**src/sv/tdi_pkg.sv**
```systemverilog
// Shared types and constants for the tile deduplicating indexer.
// Used by every module of the block but tdi_ram; no dependencies of its own.
package tdi_pkg;

    localparam int TABLE_ENTRIES = 256;
    localparam int CAP_LIMIT     = 256;
    localparam int CAP           = (TABLE_ENTRIES < CAP_LIMIT) ? TABLE_ENTRIES : CAP_LIMIT;
    localparam int ADDR_W        = $clog2(CAP);
    localparam int STD_COUNT     = 4;
    localparam int STD_LIMIT     = (CAP > STD_COUNT) ? CAP - STD_COUNT : 0;
    localparam int QUEUE_DEPTH   = 2;

    localparam int PLANE_W  = 64;
    localparam int TILE_W   = 2 * PLANE_W;
    localparam int IDX_W    = 8;
    localparam int CNT_W    = 9;
    localparam int CFG_IDX_W = 2;
    localparam int CFG_W    = 8;
    localparam int S_DATA_W = 128;
    localparam int M_DATA_W = 24;

    localparam logic [CNT_W-1:0] CAP_CNT       = CNT_W'(CAP);
    localparam logic [CNT_W-1:0] STD_LIMIT_CNT = CNT_W'(STD_LIMIT);
    localparam logic [IDX_W-1:0] STD_BASE      = 8'hFC;
    localparam logic [IDX_W-1:0] OVF_INDEX     = 8'h00;

    // Fixed tiles, entry 0 first: color 3, plane0 only, plane1 only, blank
    localparam logic [STD_COUNT-1:0][PLANE_W-1:0] STD_P0 = {
        64'h0, 64'h0, 64'hFFFF_FFFF_FFFF_FFFF, 64'hFFFF_FFFF_FFFF_FFFF
    };
    localparam logic [STD_COUNT-1:0][PLANE_W-1:0] STD_P1 = {
        64'h0, 64'hFFFF_FFFF_FFFF_FFFF, 64'h0, 64'hFFFF_FFFF_FFFF_FFFF
    };

    typedef enum logic [CFG_IDX_W-1:0] {
        CFG_FIRST_INDEX = 2'd0,
        CFG_STD_ENABLE  = 2'd1,
        CFG_FLAT_MODE   = 2'd2
    } cfg_idx_t;

    typedef struct packed {
        logic [IDX_W-1:0] first_index;
        logic             std_en;
        logic             flat;
    } cfg_t;

    typedef struct packed {
        logic [PLANE_W-1:0] plane1;
        logic [PLANE_W-1:0] plane0;
        logic               first;
        logic               std_hit;
        logic [1:0]         std_code;
    } tile_item_t;

    typedef struct packed {
        logic [CNT_W-1:0] unique_count;
        logic             overflow;
        logic             is_standard;
        logic             is_new;
        logic [IDX_W-1:0] tile_index;
    } result_t;

endpackage

```
**src/sv/tdi_queue.sv**
```systemverilog
// Short queue of classified tiles between the front end and the search engine.
// Depends on tdi_pkg.
module tdi_queue (
    input  logic                aclk,
    input  logic                aresetn,
    input  logic                push,
    input  tdi_pkg::tile_item_t push_item,
    output logic                full,
    input  logic                pop,
    output logic                head_valid,
    output tdi_pkg::tile_item_t head_item
);
    import tdi_pkg::*;

    localparam int PTR_W = (QUEUE_DEPTH > 1) ? $clog2(QUEUE_DEPTH) : 1;
    localparam int CNT_QW = $clog2(QUEUE_DEPTH + 1);
    localparam logic [PTR_W-1:0]  LAST_PTR = PTR_W'(QUEUE_DEPTH - 1);
    localparam logic [CNT_QW-1:0] FULL_CNT = CNT_QW'(QUEUE_DEPTH);

    tile_item_t        slot_reg [QUEUE_DEPTH];
    logic [PTR_W-1:0]  wr_ptr_reg, wr_ptr_next;
    logic [PTR_W-1:0]  rd_ptr_reg, rd_ptr_next;
    logic [CNT_QW-1:0] count_reg, count_next;
    logic              do_push, do_pop;

    assign full       = (count_reg == FULL_CNT);
    assign head_valid = (count_reg != '0);
    assign head_item  = slot_reg[rd_ptr_reg];
    assign do_push    = push && !full;
    assign do_pop     = pop && head_valid;

    always_comb begin
        wr_ptr_next = wr_ptr_reg;
        rd_ptr_next = rd_ptr_reg;
        count_next  = count_reg;
        if (do_push) begin
            wr_ptr_next = (wr_ptr_reg == LAST_PTR) ? '0 : PTR_W'(wr_ptr_reg + 1'b1);
        end
        if (do_pop) begin
            rd_ptr_next = (rd_ptr_reg == LAST_PTR) ? '0 : PTR_W'(rd_ptr_reg + 1'b1);
        end
        if (do_push && !do_pop) begin
            count_next = CNT_QW'(count_reg + 1'b1);
        end else if (do_pop && !do_push) begin
            count_next = CNT_QW'(count_reg - 1'b1);
        end
    end

    always_ff @(posedge aclk) begin
        if (!aresetn) begin
            wr_ptr_reg <= '0;
            rd_ptr_reg <= '0;
            count_reg  <= '0;
        end else begin
            wr_ptr_reg <= wr_ptr_next;
            rd_ptr_reg <= rd_ptr_next;
            count_reg  <= count_next;
        end
    end

    always_ff @(posedge aclk) begin
        if (do_push) begin
            slot_reg[wr_ptr_reg] <= push_item;
        end
    end
endmodule

```
**config.mk**
```make
export PLATFORM = sky130hd
export DESIGN_NAME = tdi_queue
export DESIGN_NICKNAME = d
export VERILOG_FILES = /design/src/sv/tdi_pkg.sv /design/src/sv/tdi_queue.sv
export SDC_FILE = /design/constraint.sdc
export NUM_CORES = 1
export LEC_CHECK = 0
export BUFFER_PORTS_ARGS = -buffer_cell sky130_fd_sc_hd__buf_2
export CORE_UTILIZATION = 52
export CTS_CLUSTER_SIZE = 14
export DETAILED_ROUTE_END_ITERATION = 8
export GPL_TIMING_DRIVEN = 0
export PLACE_DENSITY = 0.76
export SETUP_SLACK_MARGIN = 0.4
export SLEW_MARGIN = 25
export SYNTH_ARGS = -nofsm -noshare
export SYNTH_HDL_FRONTEND = slang
export SYNTH_SLANG_ARGS = --single-unit
```
**constraint.sdc**
```tcl
create_clock -name aclk -period 8.9 [get_ports aclk]
set_input_delay 1.335 -clock aclk [delete_from_list [all_inputs] [get_ports aclk]]
set_output_delay 1.335 -clock aclk [all_outputs]
set_load 0.03 [all_outputs]
```
==> results.json <==
{
  "die_w_um": 141,
  "core-area_um2": 18900,
  "wl_per_cell_um": 17.6,
  "first_global_vias": 5284,
  "place_congestion": 0.696,
  "grt.overflow.total": 0,
  "io_buffers": 269,
  "p_sw_share_pct": 31.8,
  "ff2ff_path_depth": 7,
  "r2r_slack_ns": 6.66,
  "ys_types": 23,
  "dr.first_iter.drc_count": 269,
  "path_cells": "buf_6 -> buf_8 -> buf_6 -> mux2_4 -> buf_2",
  "start_util_pct": 53.4,
  "mappedNetlistArea_um2": 10100,
  "h-tree-depth": 1,
  "num_vias": 5018,
  "floorplan.rows": 50,
  "ys_seq_area_share_pct": 79.5,
  "grt_pass1_wl_mm": 26.9,
  "grt_max_degree": 53,
  "cts_setup_buffers": 0,
  "crit_path_max_fanout": 10,
  "fin_area_um2": 12700,
  "cp_data_required_time_ns": 7.57,
  "dpl.hpwl_mm": 13.0,
  "yosys_warnings": 0,
  "dieArea_um2": 20000,
  "outcome": "finished clean",
  "ant_nets": 0,
  "setup-violations-final": 0,
  "largest_reg_flops": 264,
  "syn_avg_cell_area_um2": 23.1,
  "finClkSkew_ns": 0.0109,
  "grt_usage_pct": 17.5,
  "fp.dieH_um": 141,
  "cp-end-kind": "output port",
  "cts.sinks": 269,
  "cts_root_buffer": "clkbuf_16",
  "slew_headroom_pct": 62.3,
  "min_path_type": "flip-flop to flip-flop",
  "ys_seq_elements": 269,
  "final_core_util_pct": 67.4,
  "total_leakage_power_nw": 4.95,
  "area_growth_pct": 26.3,
  "p_clk_share_pct": 25.5,
  "p_sw_mw": 1.25,
  "p_int_mw": 2.68,
  "cts_resized": 0,
  "cts_buffer_depth": 3,
  "syn-num-nets": 573,
  "wl_mm": 18.1,
  "maxCapViolCount": 0,
  "rsz0062_at_grt": "false",
  "hold-path-cell-count": 2,
  "cts_tree": "built",
  "fin_nets": 882,
  "setup_tns_ns": 0,
  "drive_above_1_share_pct": 60.5,
  "synthCells": 436,
  "crit_arrival_ns": 1.82,
  "cpPeakStageDelay_ns": 0.32,
  "startpoint_type": "flip-flop",
  "cp_slowest_cell": "dfxtp_1",
  "clkTransAtPathRegs_ns": 0.06,
  "vias_per_cell": 4.89,
  "holdWs_ns": 0.542,
  "io_pins": 270,
  "period_needed_ns": 3.16,
  "insertion_delay_ns": 0.51,
  "tightest_slew_ns": 0.563,
  "ir_drop_mv": 0.199,
  "first_pass_iters": 4,
  "timing.final.crit_share_pct": 35.5,
  "postPlaceCellArea_um2": 12000,
  "post-route-drc-count": 0,
  "combinationalPowerShare_pct": 33.0,
  "cts-buffers-inserted": 26,
  "timing.final.max_slew_violations": 0,
  "antenna_found_initial": 2,
  "p_per_area_nw_per_um2": 309,
  "hold_buffers": 0,
  "sequentialPowerShare_pct": 41.5,
  "crit_top_cell": "buf_6",
  "max_freq_mhz": 316,
  "path_class": "flip-flop to output port",
  "hold_viol": 0
}
==> cells in the mapped netlist, drive strengths merged <==
| cell | number | area share [%] |
|---|---|---|
| edfxtp | 264 | 79 |
| mux2 | 132 | 18 |
| buf | 15 | 1.4 |
| dfxtp | 5 | 0.99 |
| and2 | 3 | 0.19 |
| a21boi | 2 | 0.15 |
| inv | 2 | 0.074 |
| o21ai | 2 | 0.099 |
| xnor2 | 2 | 0.17 |
| and3 | 1 | 0.062 |
| ha | 1 | 0.12 |
| nand2b | 1 | 0.062 |
| nor2 | 1 | 0.037 |
| nor3 | 1 | 0.099 |
| o21a | 1 | 0.074 |
| or2 | 1 | 0.062 |
| or3 | 1 | 0.062 |
| xor2 | 1 | 0.087 |
==> layout by cell type (no fill, tap or decap) <==
cell / netlist / layout
o21a_1: 1 / 1
xor2_1: 1 / 1
mux2_2: 52 / 52
clkinv_1: 0 / 4
or3_1: 1 / 1
buf_2: 5 / 274
o21ai_1: 1 / 1
clkinv_2: 0 / 2
edfxtp_1: 264 / 264
nand2b_1: 1 / 1
buf_16: 0 / 2
a21boi_0: 1 / 1
inv_1: 2 / 2
clkbuf_1: 0 / 12
nor2_1: 1 / 1
clkbuf_16: 0 / 27
or2_2: 1 / 1
nor3_4: 0 / 1
buf_6: 9 / 17
a21boi_1: 1 / 1
clkbuf_8: 0 / 3
mux2_4: 80 / 80
xnor2_1: 2 / 2
o21ai_0: 1 / 1
buf_8: 1 / 3
diode_2: 0 / 2
ha_1: 1 / 1
and2_1: 3 / 3
and3_4: 0 / 1
dfxtp_1: 5 / 5
==> logic make-up (layout without fill, tap and decap cells) <==
family                   after synthesis  in the layout  synth area share (%)
AND/OR/NAND/NOR                        9              9                 0.570
AO/OA/AOI/OAI                          5              5                 0.322
multiplexers                         132            132                  17.7
XOR/XNOR                               3              3                 0.260
adder cells (fa/ha/maj)                1              1                 0.124
flip-flops                           269            269                  79.5
other                                  0              2                     0
buffers and inverters                 17            346                  1.48
==> power by group through the flow <==
stage               sequential, mW  clock, mW  combinational [mW]
floorplan                     1.68          0               0.961
global placement              1.69          0                1.25
detailed placement            1.66          0                1.31
CTS                           1.63       1.03                1.32
global route                  1.64       1.07                1.37
finish                        1.63       1.00                1.30
==> metrics by stage <==
stage | power, mW | worst slack (ns) | cells
floorplan | 2.64 | 1.80 | 436
global placement | 2.94 | -0.473 | 965
detailed placement | 2.97 | 5.75 | 977
CTS | 3.98 | 5.68 | 1025
global route | 4.09 | 5.64 | 1027
finish | 3.93 | 5.74 | 1027
==> final timing paths <==
path,endpoint,from
worst max register to register,slot_reg[0][80],count_reg[0]
worst min register to register,count_reg[1],count_reg[1]
worst max-delay path,head_item[83],flip-flop
worst min-delay path,count_reg[1],count_reg[1]
==> worst max-delay path, delay by kind of cell (launching register included) <==
| family | cells | cell delay, ns |
|---|---|---|
| mux | 1 | 0.32 |
| buf+inv | 4 | 0.68 |
| flops | 1 | 0.32 |
==> layout make-up <==
type,instances,area [µm²]
inverter,2,7.51
multi-input combinational,150,1930
fill,1282,6150
clock buffer,42,762
sequential,269,8030
buffer,15,141
timing repair buffer,281,1520
antenna,2,5.00
clock inverter,6,25.0
tap,260,325
==> per-layer routing <==
metal,global-route usage [%],wire length (µm),up-vias
li1,-,-,2349
met1,20.0,7010,2445
met2,31.6,9320,199
met3,4.72,1430,25
met4,5.72,308,0
met5,0,0,-
No activity file was read; power rests on OpenSTA's default activity.
