===== src/sv/tdi_pkg.sv =====
// Shared types and constants for the tile deduplicating indexer.
// Used by every module of the block but tdi_ram; no dependencies of its own.
package tdi_pkg;

    localparam int TABLE_ENTRIES = 256;
    localparam int CAP_LIMIT     = 256;
    localparam int CAP           = (TABLE_ENTRIES < CAP_LIMIT) ? TABLE_ENTRIES : CAP_LIMIT;
    localparam int ADDR_W        = $clog2(CAP);
    localparam int STD_COUNT     = 4;
    localparam int STD_LIMIT     = (CAP > STD_COUNT) ? CAP - STD_COUNT : 0;
    localparam int QUEUE_DEPTH   = 2;

    localparam int PLANE_W  = 64;
    localparam int TILE_W   = 2 * PLANE_W;
    localparam int IDX_W    = 8;
    localparam int CNT_W    = 9;
    localparam int CFG_IDX_W = 2;
    localparam int CFG_W    = 8;
    localparam int S_DATA_W = 128;
    localparam int M_DATA_W = 24;

    localparam logic [CNT_W-1:0] CAP_CNT       = CNT_W'(CAP);
    localparam logic [CNT_W-1:0] STD_LIMIT_CNT = CNT_W'(STD_LIMIT);
    localparam logic [IDX_W-1:0] STD_BASE      = 8'hFC;
    localparam logic [IDX_W-1:0] OVF_INDEX     = 8'h00;

    // Fixed tiles, entry 0 first: color 3, plane0 only, plane1 only, blank
    localparam logic [STD_COUNT-1:0][PLANE_W-1:0] STD_P0 = {
        64'h0, 64'h0, 64'hFFFF_FFFF_FFFF_FFFF, 64'hFFFF_FFFF_FFFF_FFFF
    };
    localparam logic [STD_COUNT-1:0][PLANE_W-1:0] STD_P1 = {
        64'h0, 64'hFFFF_FFFF_FFFF_FFFF, 64'h0, 64'hFFFF_FFFF_FFFF_FFFF
    };

    typedef enum logic [CFG_IDX_W-1:0] {
        CFG_FIRST_INDEX = 2'd0,
        CFG_STD_ENABLE  = 2'd1,
        CFG_FLAT_MODE   = 2'd2
    } cfg_idx_t;

    typedef struct packed {
        logic [IDX_W-1:0] first_index;
        logic             std_en;
        logic             flat;
    } cfg_t;

    typedef struct packed {
        logic [PLANE_W-1:0] plane1;
        logic [PLANE_W-1:0] plane0;
        logic               first;
        logic               std_hit;
        logic [1:0]         std_code;
    } tile_item_t;

    typedef struct packed {
        logic [CNT_W-1:0] unique_count;
        logic             overflow;
        logic             is_standard;
        logic             is_new;
        logic [IDX_W-1:0] tile_index;
    } result_t;

endpackage


===== src/sv/tdi_front.sv =====
// Front end: takes input transfers and classifies each tile against the fixed tiles.
// Depends on tdi_pkg.
module tdi_front (
    input  logic                          s_tvalid,
    output logic                          s_tready,
    input  logic [tdi_pkg::S_DATA_W-1:0]  s_tdata,   // plane0_rows, plane1_rows
    input  logic                          s_tuser,   // first_of_image
    input  tdi_pkg::cfg_t                 cfg,
    input  logic                          q_full,
    output logic                          q_push,
    output tdi_pkg::tile_item_t           q_item
);
    import tdi_pkg::*;

    logic [PLANE_W-1:0] p0;
    logic [PLANE_W-1:0] p1;
    logic               any_hit;
    logic [1:0]         hit_code;

    assign p0 = s_tdata[PLANE_W-1:0];
    assign p1 = s_tdata[TILE_W-1:PLANE_W];

    // Walk down so the lowest matching fixed tile wins
    always_comb begin
        any_hit  = 1'b0;
        hit_code = '0;
        for (int c = STD_COUNT - 1; c >= 0; c--) begin
            if (p0 == STD_P0[c] && p1 == STD_P1[c]) begin
                any_hit  = 1'b1;
                hit_code = 2'(c);
            end
        end
    end

    assign s_tready = !q_full;
    assign q_push   = s_tvalid && !q_full;

    always_comb begin
        q_item.plane0   = p0;
        q_item.plane1   = p1;
        q_item.first    = s_tuser;
        q_item.std_hit  = any_hit && cfg.std_en && !cfg.flat;
        q_item.std_code = hit_code;
    end
endmodule


===== config.mk =====
export PLATFORM = sky130hd
export DESIGN_NAME = tdi_front
export DESIGN_NICKNAME = d
export VERILOG_FILES = /design/src/sv/tdi_pkg.sv /design/src/sv/tdi_front.sv
export SDC_FILE = /design/constraint.sdc
export NUM_CORES = 1
export LEC_CHECK = 0
export ABC_AREA = 1
export BUFFER_PORTS_ARGS = -buffer_cell sky130_fd_sc_hd__buf_2
export CORE_AREA = 2 2 107 109
export DETAILED_ROUTE_END_ITERATION = 7
export DIE_AREA = 0 0 109 111
export GPL_TIMING_DRIVEN = 0
export PLACE_DENSITY = 0.59
export SLEW_MARGIN = 0
export SYNTH_ARGS = -nofsm -noshare
export SYNTH_HDL_FRONTEND = slang
export SYNTH_SLANG_ARGS = --single-unit
export TNS_END_PERCENT = 20

===== constraint.sdc =====
create_clock -name vclk -period 2
set_input_delay 0.2 -clock vclk [all_inputs]
set_output_delay 0.2 -clock vclk [all_outputs]
set_load 0.005 [all_outputs]

==> impl_metrics.json, run 1 <==
{
  "rsz0062_at_grt": "false",
  "cpMaxStageDelayCell": "nor2_1",
  "fin_cells": 766,
  "fin_ws_ns": 0.4827,
  "post-place-cells": 766,
  "drcViolationCount": 0,
  "cp_top_family": "simple AND/OR/NAND/NOR gates",
  "wl_met2_mm": 3.918,
  "hold_path_depth": 2,
  "min_from": "s_tuser",
  "fp.dieW_um": 109,
  "fmax_mhz": 659.1,
  "drt-initial-drc-count": 70,
  "ys_warn_count": 0,
  "grt_antenna_before_repair": 0,
  "combPwrFrac_pct": 100.0,
  "dp_slack_ns": 0.4166,
  "max-slew-margin-rel_pct": 87.94,
  "p_per_area_nw_per_um2": 176.5,
  "dieHeight_um": 111,
  "clkbuf_count": 0,
  "seqPwrFrac_pct": 0,
  "cp_max_fo": 3,
  "dr_wl_met3_um": 700,
  "cpPeakStageDelay_ns": 0.15,
  "setup_viol": 0,
  "synthCells": 357,
  "num_vias": 2787,
  "cts_hold_buf": 0,
  "synth_area_um2": 1898,
  "regArea_um2": 0,
  "drt-met1-wl_mm": 2.855,
  "min_path_type": "in -> out",
  "p_clk_share_pct": 0,
  "critPathBufInv": 3,
  "wirelength_mm": 7.474,
  "cp-end-kind": "output pin",
  "period_minus_slack_ns": 1.517,
  "switchingPower_mw": 0.2371,
  "start_util_pct": 17.14,
  "numPortBuffers": 266,
  "synth_cell_types": 9,
  "crit_required_ns": 1.80,
  "p_int_mw": 0.3644,
  "avgSynthCellArea_um2": 5.317,
  "rows": 39,
  "cts_resized": 0,
  "cp_num_cells": 11,
  "grt_max_degree": 4,
  "period_share_pct": 75.86,
  "hold_slack_ns": 0.5667,
  "synth_fp_nets": 498,
  "grt_pass1_wl_mm": 10.61,
  "status": "finished clean",
  "peakVddDrop_mv": 0.06647,
  "place.gp.congestion": 0.7882,
  "io_pins": 275,
  "layout-drive-gt1-share_pct": 63.88,
  "routedWlPerCell_um": 9.757,
  "finalSetupTns_ns": 0,
  "drv_slew": 0,
  "crit_arrival_ns": 1.32,
  "holdPathEnd": "q_item[3]",
  "critical_path_class": "in -> out",
  "crit_chain": "buf_2 > nor2_1 > nand2_1 > nor2_1 > nand2_1 > nor2_1 > nand2_1 > nand2_1 > inv_2 > nor2_1 > buf_2",
  "p_leak_nw": 2.038,
  "ant_nets": 0,
  "die-area_um2": 12100,
  "design.core.area_um2": 11080,
  "grt_use_total_pct": 10.70,
  "final_nets": 766,
  "dp_hpwl_mm": 7.065,
  "viasPerCell": 3.638,
  "first_pass_iters": 4,
  "post_cts_buffers": 0,
  "swShare_pct": 39.41,
  "yosysSeqAreaShare_pct": 0,
  "seq_cells": 0,
  "gr-total-overflow": 0,
  "hold_violations": 0,
  "first_global_vias": 2354,
  "maxCapViolCount": 0,
  "areaGrowthSynthToFinish_pct": 79.57,
  "cp-start-kind": "primary input",
  "n_antenna_cell": 0,
  "worst_pin_slew_ns": 0.1803,
  "fin_util_pct": 30.77,
  "highest_layer": "met3"
}
cells in the final DEF (no fill, tap or decap), drive strengths merged:
cell / n
inv: 18
a21oi: 1
buf: 395
nand2: 76
nor2: 108
nand4: 25
worst max path at each step:
stage	startpoint	endpoint
after global placement	s_tdata[114]	q_item[1]
after floorplan	s_tdata[127]	q_item[1]
after CTS	s_tdata[114]	q_item[1]
after detailed placement	s_tdata[114]	q_item[1]
final	s_tdata[114]	q_item[1]
after global routing	s_tdata[114]	q_item[1]
metal layers:
layer	vias up	global-route usage (%)
li1	1513	-
met1	1138	12.37
met2	136	21.86
met3	0	0.8818
met4	0	0
met5	-	0
layout make-up:
type,instances,area [µm²]
fill,1323,7669
tap,143,178.9
timing repair buffer,266,1331
multi-input combinational,210,862.1
buffer,129,968.4
inverter,18,67.56
power groups by stage:
stage | registers (mW) | logic, mW | clock network [mW]
floorplan | 0 | 0.270 | 0
global placement | 0 | 0.606 | 0
detailed placement | 0 | 0.608 | 0
CTS | 0 | 0.610 | 0
global route | 0 | 0.667 | 0
finish | 0 | 0.601 | 0
cells by family after synthesis:
family / share of synthesized area (%)
and+or+nand+nor: 45.15
buffers and inverters: 54.58
AOI/OAI and AO/OA: 0.2634
through the flow:
| step | total power, mW | instance area, µm² |
|---|---|---|
| floorplan | 0.2696 | 1898 |
| global placement | 0.6056 | 3408 |
| detailed placement | 0.6080 | 3408 |
| CTS | 0.6104 | 3408 |
| global route | 0.6666 | 3408 |
| finish | 0.6015 | 3408 |
Yosys cell counts (all sizes together):
| cell | count | area [µm²] |
|---|---|---|
| a21oi | 1 | 5.000 |
| buf | 129 | 968.4 |
| nand4 | 25 | 156.4 |
| nor2 | 108 | 415.4 |
| nand2 | 76 | 285.3 |
| inv | 18 | 67.56 |
Note: power is estimated with default switching activity, not from simulation.
==> run 2, diff against run 1 <==
==> constraint.sdc (replaced) <==
create_clock -name vclk -period 1.5
set_input_delay 0.15 -clock vclk [all_inputs]
set_output_delay 0.15 -clock vclk [all_outputs]
set_load 0.005 [all_outputs]
==> impl_metrics.json, run 2 (synthesis results as in run 1) <==
{
  "hold_path_depth": 2,
  "fp.dieW_um": 109,
  "grt_use_met2_pct": 21.86,
  "final_nets": 766,
  "gr-total-overflow": 0,
  "maxCapViolCount": 0,
  "p_leak_nw": 2.038,
  "design.core.area_um2": 11080,
  "crit_chain": "buf_2 > nor2_1 > nand2_1 > nor2_1 > nand2_1 > nor2_2 > nand2_2 > nand2_2 > inv_2 > nor2_2 > buf_2",
  "critical_path_class": "in -> out",
  "cp_num_cells": 11,
  "num_vias": 2792,
  "first_pass_iters": 4,
  "drt-initial-drc-count": 67,
  "grt_use_total_pct": 10.70,
  "die-area_um2": 12100,
  "clkbuf_count": 0,
  "grt_pass1_wl_mm": 10.61,
  "layout_common_cells": "buf_2, buf_4, nor2_1",
  "fillers": 1315,
  "cpMaxStageDelayCell": "buf_2",
  "layout_commonest_cell": "buf_2",
  "crit_required_ns": 1.35,
  "seq_cells": 0,
  "cp_top_family": "simple AND/OR/NAND/NOR gates",
  "regArea_um2": 0,
  "critPathLaunch": "s_tdata[114]",
  "cp-end-kind": "output pin",
  "grtUsageMet1_pct": 12.37,
  "io_pins": 275,
  "min_from": "s_tuser",
  "dp_hpwl_mm": 7.065,
  "fmax_mhz": 760.7,
  "place.gp.congestion": 0.7882,
  "peakVddDrop_mv": 0.08840,
  "first_global_vias": 2354,
  "viasPerCell": 3.645,
  "grt_antenna_before_repair": 0,
  "critPathBufInv": 3,
  "cp_max_fo": 3,
  "grt_max_degree": 4,
  "hold_slack_ns": 0.4667,
  "dieHeight_um": 111,
  "min_path_type": "in -> out",
  "finalSetupTns_ns": 0,
  "n_antenna_cell": 0,
  "met3_usage_pct": 0.8818,
  "numPortBuffers": 266,
  "start_util_pct": 17.14,
  "routedWlPerCell_um": 9.747,
  "hold_violations": 0,
  "cts_hold_buf": 0,
  "ant_nets": 0,
  "drv_slew": 0,
  "worst_pin_slew_ns": 0.1584,
  "top_usage_layer": "met2",
  "post_cts_buffers": 0,
  "rows": 39,
  "p_per_area_nw_per_um2": 234.2,
  "setup_viol": 0,
  "rsz0062_at_grt": "false",
  "layout-drive-gt1-share_pct": 65.17,
  "cp-start-kind": "primary input",
  "wirelength_mm": 7.466,
  "cpPeakStageDelay_ns": 0.12,
  "period_share_pct": 87.64,
  "areaGrowthSynthToFinish_pct": 80.62,
  "crit_arrival_ns": 1.16,
  "status": "finished clean",
  "drcViolationCount": 0,
  "max-slew-margin-rel_pct": 89.40,
  "period_minus_slack_ns": 1.315
}
run 2: cell counts in the layout (fill, tap and decap cells not counted):
No cell type changed its count.
run 2: worst paths after layout:
check,slack (ns),end
hold / removal,0.47,q_item[3]
setup / recovery,0.19,q_item[2]
run 2: cell type report:
type                            count  area (µm²)  area share [%]
Timing Repair Buffer              266        1331           38.83
Buffer                            129       968.4           28.25
Multi-Input combinational cell    210       882.1           25.73
Tap cell                          143       178.9           5.219
Inverter                           18       67.56           1.971
run 2: through the flow:
| step | setup WS, ns | area [µm²] | cells | power [mW] | util (%) |
|---|---|---|---|---|---|
| after floorplan | 0.5713 | 1898 | 357 | 0.3595 | - |
| after global placement | 0.01484 | 3408 | 766 | 0.8075 | 30.77 |
| after detailed placement | 0.01664 | 3408 | 766 | 0.8106 | 30.77 |
| after CTS | 0.01386 | 3408 | 766 | 0.8139 | 30.77 |
| after global routing | 0.03512 | 3428 | 766 | 0.8897 | 30.95 |
| final | 0.1854 | 3428 | 766 | 0.8028 | 30.95 |
run 2: routing by layer:
| layer | share of wire, % | vias up |
|---|---|---|
| met3 | 9.2 | 0 |
| met2 | 52 | 136 |
| li1 | - | 1514 |
| met1 | 38 | 1142 |
| met4 | 0 | 0 |
| met5 | 0 | - |
run 2: power breakdown:
part	total (mW)	internal (mW)	switching [mW]
Clock	0	0	0
Sequential	0	0	0
Combinational	0.803	0.486	0.317
Total	0.803	0.486	0.317
run 2: repair_timing:
item                                    in CTS  in global routing
hold endpoints to repair                     0                  0
endpoints found under the setup margin       0                  3
gates resized for setup                      0                  8
==> run 3, diff against run 2 <==
--- a/config.mk
+++ b/config.mk
@@ -10,8 +10,6 @@
 export CORE_AREA = 2 2 107 109
 export DETAILED_ROUTE_END_ITERATION = 7
 export DIE_AREA = 0 0 109 111
-export GPL_TIMING_DRIVEN = 0
-export PLACE_DENSITY = 0.59
 export SLEW_MARGIN = 0
 export SYNTH_ARGS = -nofsm -noshare
 export SYNTH_HDL_FRONTEND = slang
==> impl_metrics.json, run 3 (synthesis results as in run 1) <==
{
  "critPathLaunch": "s_tdata[42]",
  "rows": 39,
  "crit_arrival_ns": 1.19,
  "crit_chain": "buf_2 > nor2_1 > nand2_1 > nor2_1 > nand2_1 > nor2_2 > nand2_2 > nand2_1 > nand2_1 > nor2_2 > buf_2",
  "first_pass_iters": 4,
  "post_cts_buffers": 0,
  "drt-initial-drc-count": 67,
  "first_global_vias": 2028,
  "gr-total-overflow": 0,
  "layout_common_cells": "buf_2, nor2_1, nand2_1",
  "ant_nets": 0,
  "areaGrowthSynthToFinish_pct": 30.32,
  "min_from": "s_tuser",
  "cts_hold_buf": 0,
  "grt_antenna_before_repair": 1,
  "crit_required_ns": 1.35,
  "crit_top_cell": "nand2_1",
  "critical_path_class": "in -> out",
  "cp-start-kind": "primary input",
  "maxCapViolCount": 0,
  "final_nets": 637,
  "cpMaxStageDelayCell": "nor2_1",
  "status": "finished clean",
  "drv_slew": 0,
  "period_share_pct": 89.29,
  "cts_resized": 0,
  "fin_util_pct": 22.33,
  "dieHeight_um": 111,
  "die-area_um2": 12100,
  "numPortBuffers": 265,
  "wirelength_mm": 6.522,
  "grt_pass1_wl_mm": 9.252,
  "place.gp.congestion": 0.7307,
  "max-slew-margin-rel_pct": 91.04,
  "critPathBufInv": 2,
  "regArea_um2": 0,
  "cp_max_fo": 3,
  "cp_top_family": "simple AND/OR/NAND/NOR gates",
  "post-route-cell-area_um2": 2474,
  "num_vias": 2406,
  "layout_commonest_cell": "buf_2",
  "finalSetupTns_ns": 0,
  "cpPeakStageDelay_ns": 0.14,
  "cp-end-kind": "output pin",
  "design.core.area_um2": 11080,
  "rsz0062_at_grt": "false",
  "io_pins": 275,
  "seq_cells": 0,
  "p_per_area_nw_per_um2": 223.9,
  "placed_area_um2": 2442,
  "routedWlPerCell_um": 10.24,
  "n_antenna_cell": 0,
  "start_util_pct": 17.14,
  "p_leak_nw": 1.420,
  "holdPathEnd": "q_item[3]",
  "fmax_mhz": 746.6,
  "grt_use_total_pct": 9.503,
  "layout-drive-gt1-share_pct": 56.88,
  "period_minus_slack_ns": 1.339,
  "hold_path_depth": 0,
  "min_path_type": "in -> out",
  "setup_viol": 0,
  "dp_hpwl_mm": 6.211,
  "grt_max_degree": 4,
  "hold_violations": 0,
  "fp.dieW_um": 109,
  "worst_pin_slew_ns": 0.1339,
  "peakVddDrop_mv": 0.08123,
  "viasPerCell": 3.777,
  "clkbuf_count": 0,
  "drcViolationCount": 0
}
-- run 3: cell types whose count changed in the layout (fill, tap and decap cells not counted) --
cell	delta
a21oi_1	-1
a21oi_2	+1
nor2_2	+3
buf_4	-128
buf_2	-1
nor2_1	-3
-- run 3: layout make-up --
type	instances	area, µm²
fill	1296	8603
timing repair buffer	266	1334
multi-input combinational	210	893.4
tap	143	178.9
inverter	18	67.56
-- run 3: how the worst max path moves through the flow --
stage,cells past startpoint,to
2_1_floorplan,9,q_item[1]
3_3_place_gp,11,q_item[2]
3_5_place_dp,11,q_item[2]
4_1_cts,11,q_item[2]
5_1_grt,11,q_item[2]
6_report,11,q_item[2]
-- run 3: power breakdown --
group	internal, mW	leakage, nW	total [mW]	switching [mW]
sequential	0	0	0	0
clock	0	0	0	0
combinational	0.283	1.42	0.554	0.271
-- run 3: layer usage --
metal / global-route usage (%) / vias up / part of all wire (%)
met5: 0 / - / 0
met4: 0 / 0 / 0
met3: 0.7055 / 0 / 8.5
met2: 20.37 / 143 / 54
met1: 10.20 / 1005 / 38
li1: - / 1258 / -
-- run 3: per-stage QoR --
step | power (mW) | setup WS, ns | std cells | hold slack (ns)
6_report | 0.5538 | 0.1606 | 637 | 0.3001
3_5_place_dp | 0.5609 | 0.04463 | 637 | 0.3000
4_1_cts | 0.5629 | 0.04060 | 637 | 0.3000
2_1_floorplan | 0.3595 | 0.5713 | 357 | 0.3265
5_1_grt | 0.6254 | 0.003362 | 637 | 0.3000
3_3_place_gp | 0.5591 | 0.04636 | 637 | 0.3000
